[src/rtl/dalitx_pkg.sv]
// Shared constants, codes and types for the DALI forward frame transmitter.
`default_nettype none

package dalitx_pkg;

  // Frame width
  localparam int FRAME_BITS_DEF = 16;
  localparam int BITS_LEFT_W    = 5;

  // Register reset values
  localparam logic [15:0] HALF_BIT_RST   = 16'd1389;
  localparam logic [15:0] STOP_RST       = 16'd5556;
  localparam logic [9:0]  GUARD_RST      = 10'd33;
  localparam logic [7:0]  START_TRIM_RST = 8'd5;

  // Register indexes (word address)
  localparam logic [1:0] REG_HALF_BIT   = 2'd0;
  localparam logic [1:0] REG_STOP       = 2'd1;
  localparam logic [1:0] REG_GUARD      = 2'd2;
  localparam logic [1:0] REG_START_TRIM = 2'd3;

  // Frame phases
  localparam logic [1:0] PH_START = 2'd0;
  localparam logic [1:0] PH_DATA  = 2'd1;
  localparam logic [1:0] PH_STOP  = 2'd2;

  // Result status codes
  localparam logic [2:0] ST_NONE      = 3'd0;
  localparam logic [2:0] ST_ACCEPTED  = 3'd1;
  localparam logic [2:0] ST_SENDING   = 3'd2;
  localparam logic [2:0] ST_BUS_BUSY  = 3'd3;
  localparam logic [2:0] ST_COLLISION = 3'd4;

  // Position within the frame, apart from the data shifter
  typedef struct packed {
    logic [1:0]             phase;
    logic                   pending_half;
    logic [BITS_LEFT_W-1:0] bits_left;
  } cursor_t;

  // Outcome of stepping to the next interval
  typedef struct packed {
    logic        ok;
    logic        level;
    logic [15:0] length;
  } step_t;

endpackage : dalitx_pkg

`default_nettype wire

[src/rtl/dali_forward_frame_transmitter_unit.sv]
// Top level of the DALI forward frame transmitter: stream ports, registers, tick engine.
`default_nettype none

// A result word is registered and appears on out_* in the cycle after its input word is accepted.
// Throughput: one word per cycle; in_tready stays high while the output register is
//   empty or being drained, so ticks and requests stream back to back.
// Every word (tick or send request) yields exactly one result word.
// Reset (synchronous, rst_n low): idle, bus released, output register empty,
//   registers back to 1389 / 5556 / 33 / 5 ticks.
module dali_forward_frame_transmitter_unit #(
  parameter int FRAME_BITS = dalitx_pkg::FRAME_BITS_DEF
) (
  input  var logic        clk,
  input  var logic        rst_n,
  // Input stream
  input  var logic        in_tvalid,
  output logic            in_tready,
  input  var logic [23:0] in_tdata,   // [7:0] address_byte, [15:8] command_byte,
                                      // [16] bus_shorted, [23:17] zero
  input  var logic        in_tuser,   // [0] cmd: 0 tick, 1 send request
  // Result stream
  output logic            out_tvalid,
  input  var logic        out_tready,
  output logic [7:0]      out_tdata,  // [0] line_drive, [1] busy_res, [4:2] status,
                                      // [5] frame_done, [7:6] zero
  // Configuration port
  input  var logic        cfg_psel,
  input  var logic        cfg_penable,
  input  var logic        cfg_pwrite,
  input  var logic [3:0]  cfg_paddr,
  input  var logic [31:0] cfg_pwdata,
  output logic [31:0]     cfg_prdata,
  output logic            cfg_pready
);
  import dalitx_pkg::*;

  localparam int WIDE_W = (FRAME_BITS > 16) ? FRAME_BITS : 16;

  // ---------------------------------------------------------------------------
  // Configuration registers
  // ---------------------------------------------------------------------------
  logic [15:0] half_bit_r;
  logic [15:0] stop_r;
  logic [9:0]  guard_r;
  logic [7:0]  trim_r;
  logic        cfg_wr;

  assign cfg_pready = 1'b1;
  assign cfg_wr     = cfg_psel & cfg_penable & cfg_pwrite & cfg_pready;

  always_ff @(posedge clk) begin
    if (!rst_n) begin
      half_bit_r <= HALF_BIT_RST;
      stop_r     <= STOP_RST;
      guard_r    <= GUARD_RST;
      trim_r     <= START_TRIM_RST;
    end else if (cfg_wr) begin
      case (cfg_paddr[3:2])
        REG_HALF_BIT:   half_bit_r <= cfg_pwdata[15:0];
        REG_STOP:       stop_r     <= cfg_pwdata[15:0];
        REG_GUARD:      guard_r    <= cfg_pwdata[9:0];
        REG_START_TRIM: trim_r     <= cfg_pwdata[7:0];
        default:        ;
      endcase
    end
  end

  always_comb begin
    case (cfg_paddr[3:2])
      REG_HALF_BIT:   cfg_prdata = {16'd0, half_bit_r};
      REG_STOP:       cfg_prdata = {16'd0, stop_r};
      REG_GUARD:      cfg_prdata = {22'd0, guard_r};
      REG_START_TRIM: cfg_prdata = {24'd0, trim_r};
      default:        cfg_prdata = '0;
    endcase
  end

  // ---------------------------------------------------------------------------
  // Frame state
  // ---------------------------------------------------------------------------
  cursor_t               cur_r, cur_nxt;
  logic [FRAME_BITS-1:0] shift_r, shift_nxt;
  logic [15:0]           ic_r, ic_nxt;       // ticks left in the current interval
  logic                  drive_r, drive_nxt;
  logic                  sending_r, sending_nxt;

  // Output register: the skid point between the two sides
  logic                  out_valid_r;
  logic [7:0]            out_data_r;

  // Per-word fields
  logic                  in_acc;
  logic                  w_cmd;
  logic                  w_shorted;
  logic [15:0]           w_frame16;
  logic [WIDE_W-1:0]     w_wide;

  // Next-interval view, shared by the guard look-ahead and the real advance
  cursor_t               adv_cur;
  logic [FRAME_BITS-1:0] adv_shift;
  step_t                 adv;

  logic [15:0]           hb_eff;
  logic [16:0]           remaining;
  logic                  abort;
  logic [15:0]           ic_dec;
  logic [2:0]            status;
  logic                  done;

  assign in_tready = ~out_valid_r | out_tready;
  assign in_acc    = in_tvalid & in_tready;
  assign w_cmd     = in_tuser;
  assign w_shorted = in_tdata[16];
  assign w_frame16 = {in_tdata[7:0], in_tdata[15:8]};  // address byte leads
  assign w_wide    = WIDE_W'(w_frame16);

  dalitx_cursor #(
    .FRAME_BITS(FRAME_BITS)
  ) u_cursor (
    .cur_i           (cur_r),
    .shift_i         (shift_r),
    .half_bit_ticks_i(half_bit_r),
    .stop_ticks_i    (stop_r),
    .cur_o           (adv_cur),
    .shift_o         (adv_shift),
    .step_o          (adv)
  );

  always_comb begin
    cur_nxt     = cur_r;
    shift_nxt   = shift_r;
    ic_nxt      = ic_r;
    drive_nxt   = drive_r;
    sending_nxt = sending_r;
    status      = ST_NONE;
    done        = 1'b0;

    hb_eff = (half_bit_r == '0) ? 16'd1 : half_bit_r;

    // Released ticks left in this run, including a following released half bit
    remaining = 17'(ic_r) + ((adv.ok && !adv.level) ? 17'(adv.length) : 17'd0);
    abort     = ~drive_r & w_shorted & (remaining == 17'(guard_r));

    ic_dec = (ic_r != '0) ? ic_r - 16'd1 : ic_r;

    if (w_cmd) begin
      if (sending_r) begin
        status = ST_SENDING;
      end else if (w_shorted) begin
        status = ST_BUS_BUSY;
      end else begin
        cur_nxt.phase        = PH_START;
        cur_nxt.pending_half = 1'b0;
        cur_nxt.bits_left    = BITS_LEFT_W'(FRAME_BITS);
        shift_nxt            = w_wide[FRAME_BITS-1:0];
        // Trimmed first half bit, never shorter than one tick
        ic_nxt      = (hb_eff > 16'(trim_r)) ? hb_eff - 16'(trim_r) : 16'd1;
        drive_nxt   = 1'b1;
        sending_nxt = 1'b1;
        status      = ST_ACCEPTED;
      end
    end else if (sending_r) begin
      if (abort) begin
        sending_nxt = 1'b0;
        drive_nxt   = 1'b0;
        ic_nxt      = '0;
        status      = ST_COLLISION;
      end else begin
        ic_nxt = ic_dec;
        if (ic_dec == '0) begin
          if (adv.ok) begin
            cur_nxt   = adv_cur;
            shift_nxt = adv_shift;
            ic_nxt    = adv.length;
            drive_nxt = adv.level;
          end else begin
            // stop time over: frame complete
            sending_nxt = 1'b0;
            drive_nxt   = 1'b0;
            done        = 1'b1;
          end
        end
      end
    end
  end

  always_ff @(posedge clk) begin
    if (!rst_n) begin
      cur_r       <= '{phase: PH_START, pending_half: 1'b0, bits_left: '0};
      shift_r     <= '0;
      ic_r        <= '0;
      drive_r     <= 1'b0;
      sending_r   <= 1'b0;
      out_valid_r <= 1'b0;
    end else begin
      if (in_acc) begin
        cur_r     <= cur_nxt;
        shift_r   <= shift_nxt;
        ic_r      <= ic_nxt;
        drive_r   <= drive_nxt;
        sending_r <= sending_nxt;
      end
      if (in_acc) begin
        out_valid_r <= 1'b1;
      end else if (out_tready) begin
        out_valid_r <= 1'b0;
      end
    end
  end

  // Result payload, no reset needed
  always_ff @(posedge clk) begin
    if (in_acc) begin
      out_data_r <= {2'b00, done, status, sending_nxt, drive_nxt};
    end
  end

  assign out_tvalid = out_valid_r;
  assign out_tdata  = out_data_r;

  // ---------------------------------------------------------------------------
  // Assertions
  // ---------------------------------------------------------------------------
  a_idle_released: assert property (@(posedge clk) disable iff (!rst_n)
    !sending_r |-> !drive_r)
    else $error("bus driven while idle");

  a_interval_live: assert property (@(posedge clk) disable iff (!rst_n)
    sending_r |-> ic_r != '0)
    else $error("empty interval while sending");

  a_start_takes: assert property (@(posedge clk) disable iff (!rst_n)
    (in_acc && w_cmd && !sending_r && !w_shorted) |=> (sending_r && drive_r))
    else $error("accepted request did not start a frame");

  a_done_idle: assert property (@(posedge clk) disable iff (!rst_n)
    (out_valid_r && out_data_r[5]) |-> (!out_data_r[1] && !out_data_r[0]
                                        && out_data_r[4:2] == ST_NONE))
    else $error("frame done while still busy");

  a_collision_idle: assert property (@(posedge clk) disable iff (!rst_n)
    (out_valid_r && out_data_r[4:2] == ST_COLLISION) |-> (!out_data_r[1] && !out_data_r[0]))
    else $error("collision left the frame running");

endmodule : dali_forward_frame_transmitter_unit

`default_nettype wire

[src/rtl/dalitx_cursor.sv]
// Next-interval logic: steps the frame cursor one half bit and gives its level and length.
`default_nettype none

module dalitx_cursor #(
  parameter int FRAME_BITS = dalitx_pkg::FRAME_BITS_DEF
) (
  input  var dalitx_pkg::cursor_t  cur_i,
  input  var logic [FRAME_BITS-1:0] shift_i,
  input  var logic [15:0]           half_bit_ticks_i,
  input  var logic [15:0]           stop_ticks_i,
  output dalitx_pkg::cursor_t       cur_o,
  output logic [FRAME_BITS-1:0]     shift_o,
  output dalitx_pkg::step_t         step_o
);
  import dalitx_pkg::*;

  logic [BITS_LEFT_W-1:0] bl_dec;
  logic [15:0]            raw_len;

  always_comb begin
    cur_o   = cur_i;
    shift_o = shift_i;
    step_o  = '0;
    bl_dec  = cur_i.bits_left;
    if (cur_i.bits_left != '0) begin
      bl_dec = cur_i.bits_left - BITS_LEFT_W'(1);
    end

    if (cur_i.phase[1]) begin
      step_o.ok = 1'b0;  // stop time was the last interval
    end else if (!cur_i.pending_half) begin
      step_o.ok          = 1'b1;
      cur_o.pending_half = 1'b1;
    end else begin
      step_o.ok          = 1'b1;
      cur_o.pending_half = 1'b0;
      if (cur_i.phase == PH_START) begin
        cur_o.phase = (cur_i.bits_left == '0) ? PH_STOP : PH_DATA;
      end else begin
        shift_o         = {shift_i[FRAME_BITS-2:0], 1'b0};
        cur_o.bits_left = bl_dec;
        if (bl_dec == '0) begin
          cur_o.phase = PH_STOP;
        end
      end
    end

    // Level of the new half bit: a 1 bit is driven then released
    case (cur_o.phase)
      PH_START: step_o.level = ~cur_o.pending_half;
      PH_DATA:  step_o.level = shift_o[FRAME_BITS-1] ^ cur_o.pending_half;
      default:  step_o.level = 1'b0;
    endcase

    raw_len       = cur_o.phase[1] ? stop_ticks_i : half_bit_ticks_i;
    step_o.length = (raw_len == '0) ? 16'd1 : raw_len;
  end

endmodule : dalitx_cursor

`default_nettype wire

[config.mk]
export PLATFORM = sky130hd
export DESIGN_NAME = dali_forward_frame_transmitter_unit
export DESIGN_NICKNAME = d
export VERILOG_FILES = /design/src/rtl/dalitx_pkg.sv /design/src/rtl/dali_forward_frame_transmitter_unit.sv /design/src/rtl/dalitx_cursor.sv
export SDC_FILE = /design/constraint.sdc
export NUM_CORES = 1
export LEC_CHECK = 0
export ABC_CLOCK_PERIOD_IN_PS = 7800
export BUFFER_PORTS_ARGS = -buffer_cell sky130_fd_sc_hd__buf_2
export CORE_MARGIN = 2
export CORE_UTILIZATION = 49
export DETAILED_ROUTE_END_ITERATION = 10
export PLACE_DENSITY = 0.7
export SLEW_MARGIN = 10
export SYNTH_ARGS = -nofsm -noshare
export SYNTH_HDL_FRONTEND = slang
export SYNTH_SLANG_ARGS = --single-unit
[constraint.sdc]
create_clock -name clk -period 7.8 [get_ports clk]
set_input_delay 1.95 -clock clk [delete_from_list [all_inputs] [get_ports clk]]
set_output_delay 1.95 -clock clk [all_outputs]
set_load 0.01 [all_outputs]
==> impl_metrics.env <==
export IMPL_die_w_um=125
export IMPL_seqPwrFrac=0.420
export IMPL_final_cell_mix="nand2_1, dfxtp_1, nor2_1"
export IMPL_grt_pass1_vias=6322
export IMPL_layout_nets=1031
export IMPL_crit_type="flip-flop to flip-flop"
export IMPL_cp_data_arrival_time_ps=6650
export IMPL_overflow=0
export IMPL_syn_cell_area_sq_um=7200
export IMPL_drv_slew=0
export IMPL_port_buffers=66
export IMPL_route_detailed_drc=0
export IMPL_cp_max_fo=18
export IMPL_crit_path_start_kind="flip-flop"
export IMPL_drt_initial_drc_count=588
export IMPL_gp_congestion=0.970
export IMPL_yosysUniqueCellTypes=78
export IMPL_cts_made_buffers=9
export IMPL_ir_worst_vdd_mv=0.145
export IMPL_cp_required_ps=8040
export IMPL_final_setup_viol_count=0
export IMPL_detail_route_antenna_nets=0
export IMPL_postCtsHoldBufs=0
export IMPL_cts_tree="built"
export IMPL_insertion_delay_ps=360
export IMPL_reg2reg_to="cur_r[1]"
export IMPL_routed_via_density=6.03
export IMPL_die_area_sq_um=15700
export IMPL_layout_worst_path_cycle_share=0.822
export IMPL_status="complete, no violations"
export IMPL_layout_commonest_cell="nand2_1"
export IMPL_syn_area_per_cell_sq_um=7.87
export IMPL_grt_first_pass_wirelength_um=32800
export IMPL_synth_edf_count=6
export IMPL_start_util=0.499
export IMPL_rsz0062_at_grt="no"
export IMPL_power_density_nw_per_um2=168
export IMPL_globalRouteTotalUtil=0.257
export IMPL_fmax_ghz=0.156
export IMPL_io_pin_count=111
export IMPL_dp_cells=1104
export IMPL_hold_viol=0
export IMPL_worstReg2RegStart="cur_r[0]"
export IMPL_leakage_nw=3.17
export IMPL_area_delta_synth_final_pct=8.05
export IMPL_synthFlopType="dfxtp_1"
export IMPL_crit_path_end="cur_r[1]"
export IMPL_layout_drive_gt1_share=0.128
export IMPL_ys_ff_latch=99
export IMPL_p_switching_uw=408
export IMPL_synthArstFlopShare=0
export IMPL_cts_resized=0
export IMPL_wl_per_cell_um=17.9
export IMPL_critPathCaptureType="flip-flop"
export IMPL_max_cap_violations=0
export IMPL_diodes=0
export IMPL_max_slew_margin_rel=0.233
export IMPL_die_h_um=125
export IMPL_swShare=0.312
export IMPL_r2r_cells=20
export IMPL_grt_max_degree=46
export IMPL_cts_setup_buffers=0
export IMPL_worst_pin_slew_ps=1150
export IMPL_cts_reportedPaths_clkPinSlew_ps=70
export IMPL_cts_buffer_depth=2
export IMPL_vias=6750
export IMPL_cts_sinks=99
export IMPL_seq_area_frac_synth=0.284
export IMPL_first_pass_iters=6
export IMPL_final_cells=1120
export IMPL_core_sq_um=14400
export IMPL_rows=44
export IMPL_pwr_share_comb=0.222
export IMPL_wl_um=20000
export IMPL_clockRootBuffer="clkbuf_16"
export IMPL_r2r_slack_ps=1390
export IMPL_hold_path_class="flip-flop to flip-flop"
export IMPL_critical_path_startpoint="cur_r[0]"
export IMPL_finalClockSkew_ps=7.83
export IMPL_hpwl_um=14900
export IMPL_p_int_uw=899
export IMPL_tns_ps=0
export IMPL_cts_htree_levels=3
export IMPL_clkPwrFrac=0.358
export IMPL_grt_antenna_before_repair=0
export IMPL_ys_warn_count=0
export IMPL_min_period_ps=6410
export IMPL_synthCells=915
export IMPL_nFillCells=1404
==> flip-flops by register name, indices dropped and copies added (netlist names) <==
register,count
cur_r,8
shift_r,16
out_tdata,6
sending_r,1
guard_r,10
out_tvalid,1
trim_r,8
half_bit_r,16
drive_r,1
ic_r,16
stop_r,16
==> synthesized netlist by cell type, drive strengths merged (6+ instances only) <==
master  number  area [sq um]
nand2      105           394
dfxtp       93          1860
nor2        84           318
a21oi       65           325
o21ai       55           275
clkbuf      53           199
mux2i       48           480
nor3        46           241
nand3       33           165
buf         30           208
ha          30           375
xnor2       26           228
inv         24          90.1
a222oi      14           140
nor4        14          87.6
xor2        14           123
or3         12          75.1
o211ai      10          75.1
o21a         9          67.6
mux4         8           180
nand2b       8          50.1
nand4        8          56.3
o31ai        8          60.1
a211oi       7          52.6
or2          7          43.8
a21o         6          45.0
a31oi        6          37.5
edfxtp       6           180
nor2b        6          37.5
o21bai       6          45.0
or4          6          45.0
==> worst min path at each step <==
stage | cells past startpoint | endpoint | slack, ps | from
final | 2 | shift_r[0] | 470 | shift_r[0]
after global routing | 2 | shift_r[0] | 500 | shift_r[0]
after CTS | 2 | shift_r[0] | 470 | shift_r[0]
after detailed placement | 2 | shift_r[0] | 460 | shift_r[0]
after global placement | 2 | shift_r[0] | 460 | shift_r[0]
after floorplan | 2 | shift_r[15] | 440 | shift_r[15]
==> cells by family (layout without fill, tap and decap cells) <==
group                      Yosys count  after routing  synth area share
and+or+nand+nor                    355            355             0.242
AOI/OAI and AO/OA                  219            219             0.200
buffers and inverters              109            113            0.0700
DFF                                 99             99             0.284
muxes                               59             59            0.0964
xor gates and xnor gates            40             40            0.0487
adders and majority gates           32             32            0.0577
other                                2             19           0.00104
==> per-layer routing <==
metal / global-route usage / vias to the layer above / part of all wire
li1: - / 3329 / -
met1: 0.370 / 3135 / 0.46
met2: 0.392 / 251 / 0.44
met3: 0.0385 / 35 / 0.070
met4: 0.0915 / 0 / 0.023
met5: 0 / - / 0
==> final cells by class <==
type | instances | area, sq um | share of cell area
Clock buffer | 9 | 225 | 0.0289
Clock inverter | 7 | 82.6 | 0.0106
Multi-Input combinational cell | 724 | 4730 | 0.609
Sequential cell | 99 | 2040 | 0.262
Tap cell | 184 | 230 | 0.0296
Inverter | 26 | 97.6 | 0.0125
Timing Repair Buffer | 71 | 368 | 0.0473
==> worst max-delay path: stages, from the launching register on <==
cell and delay (ps):
dfxtp_1 340, inv_1 90, ha_1 220, nand2b_1 110, or3_1 370, nor2_1 160
nand2_1 80, a31oi_2 680, buf_4 310, mux2i_1 350, nor2_1 90, ha_1 400
o211a_1 200, nor3b_1 250, nor2_1 90, mux2i_1 160, or4_1 550, or4b_1 600
o311ai_4 740, nand2_1 150, o311ai_0 340
==> power groups by stage <==
stage                     Combinational (mW)  Sequential, mW  Clock, mW
after floorplan                        0.231           0.550          0
after global placement                 0.285           0.560          0
after detailed placement               0.286           0.560          0
after CTS                              0.287           0.548      0.475
after global routing                   0.322           0.551      0.495
final                                  0.290           0.549      0.467
==> metrics by stage <==
step	area, sq um	setup WS (ps)	power (mW)	utilization	hold WS (ps)
global placement	7470	1590	0.845	0.518	456
CTS	7780	1520	1.31	0.539	471
floorplan	7260	2240	0.782	-	438
global route	7780	969	1.37	0.539	504
finish	7780	1390	1.31	0.539	467
detailed placement	7470	1550	0.846	0.518	461
(Power assumes the default switching activity.)
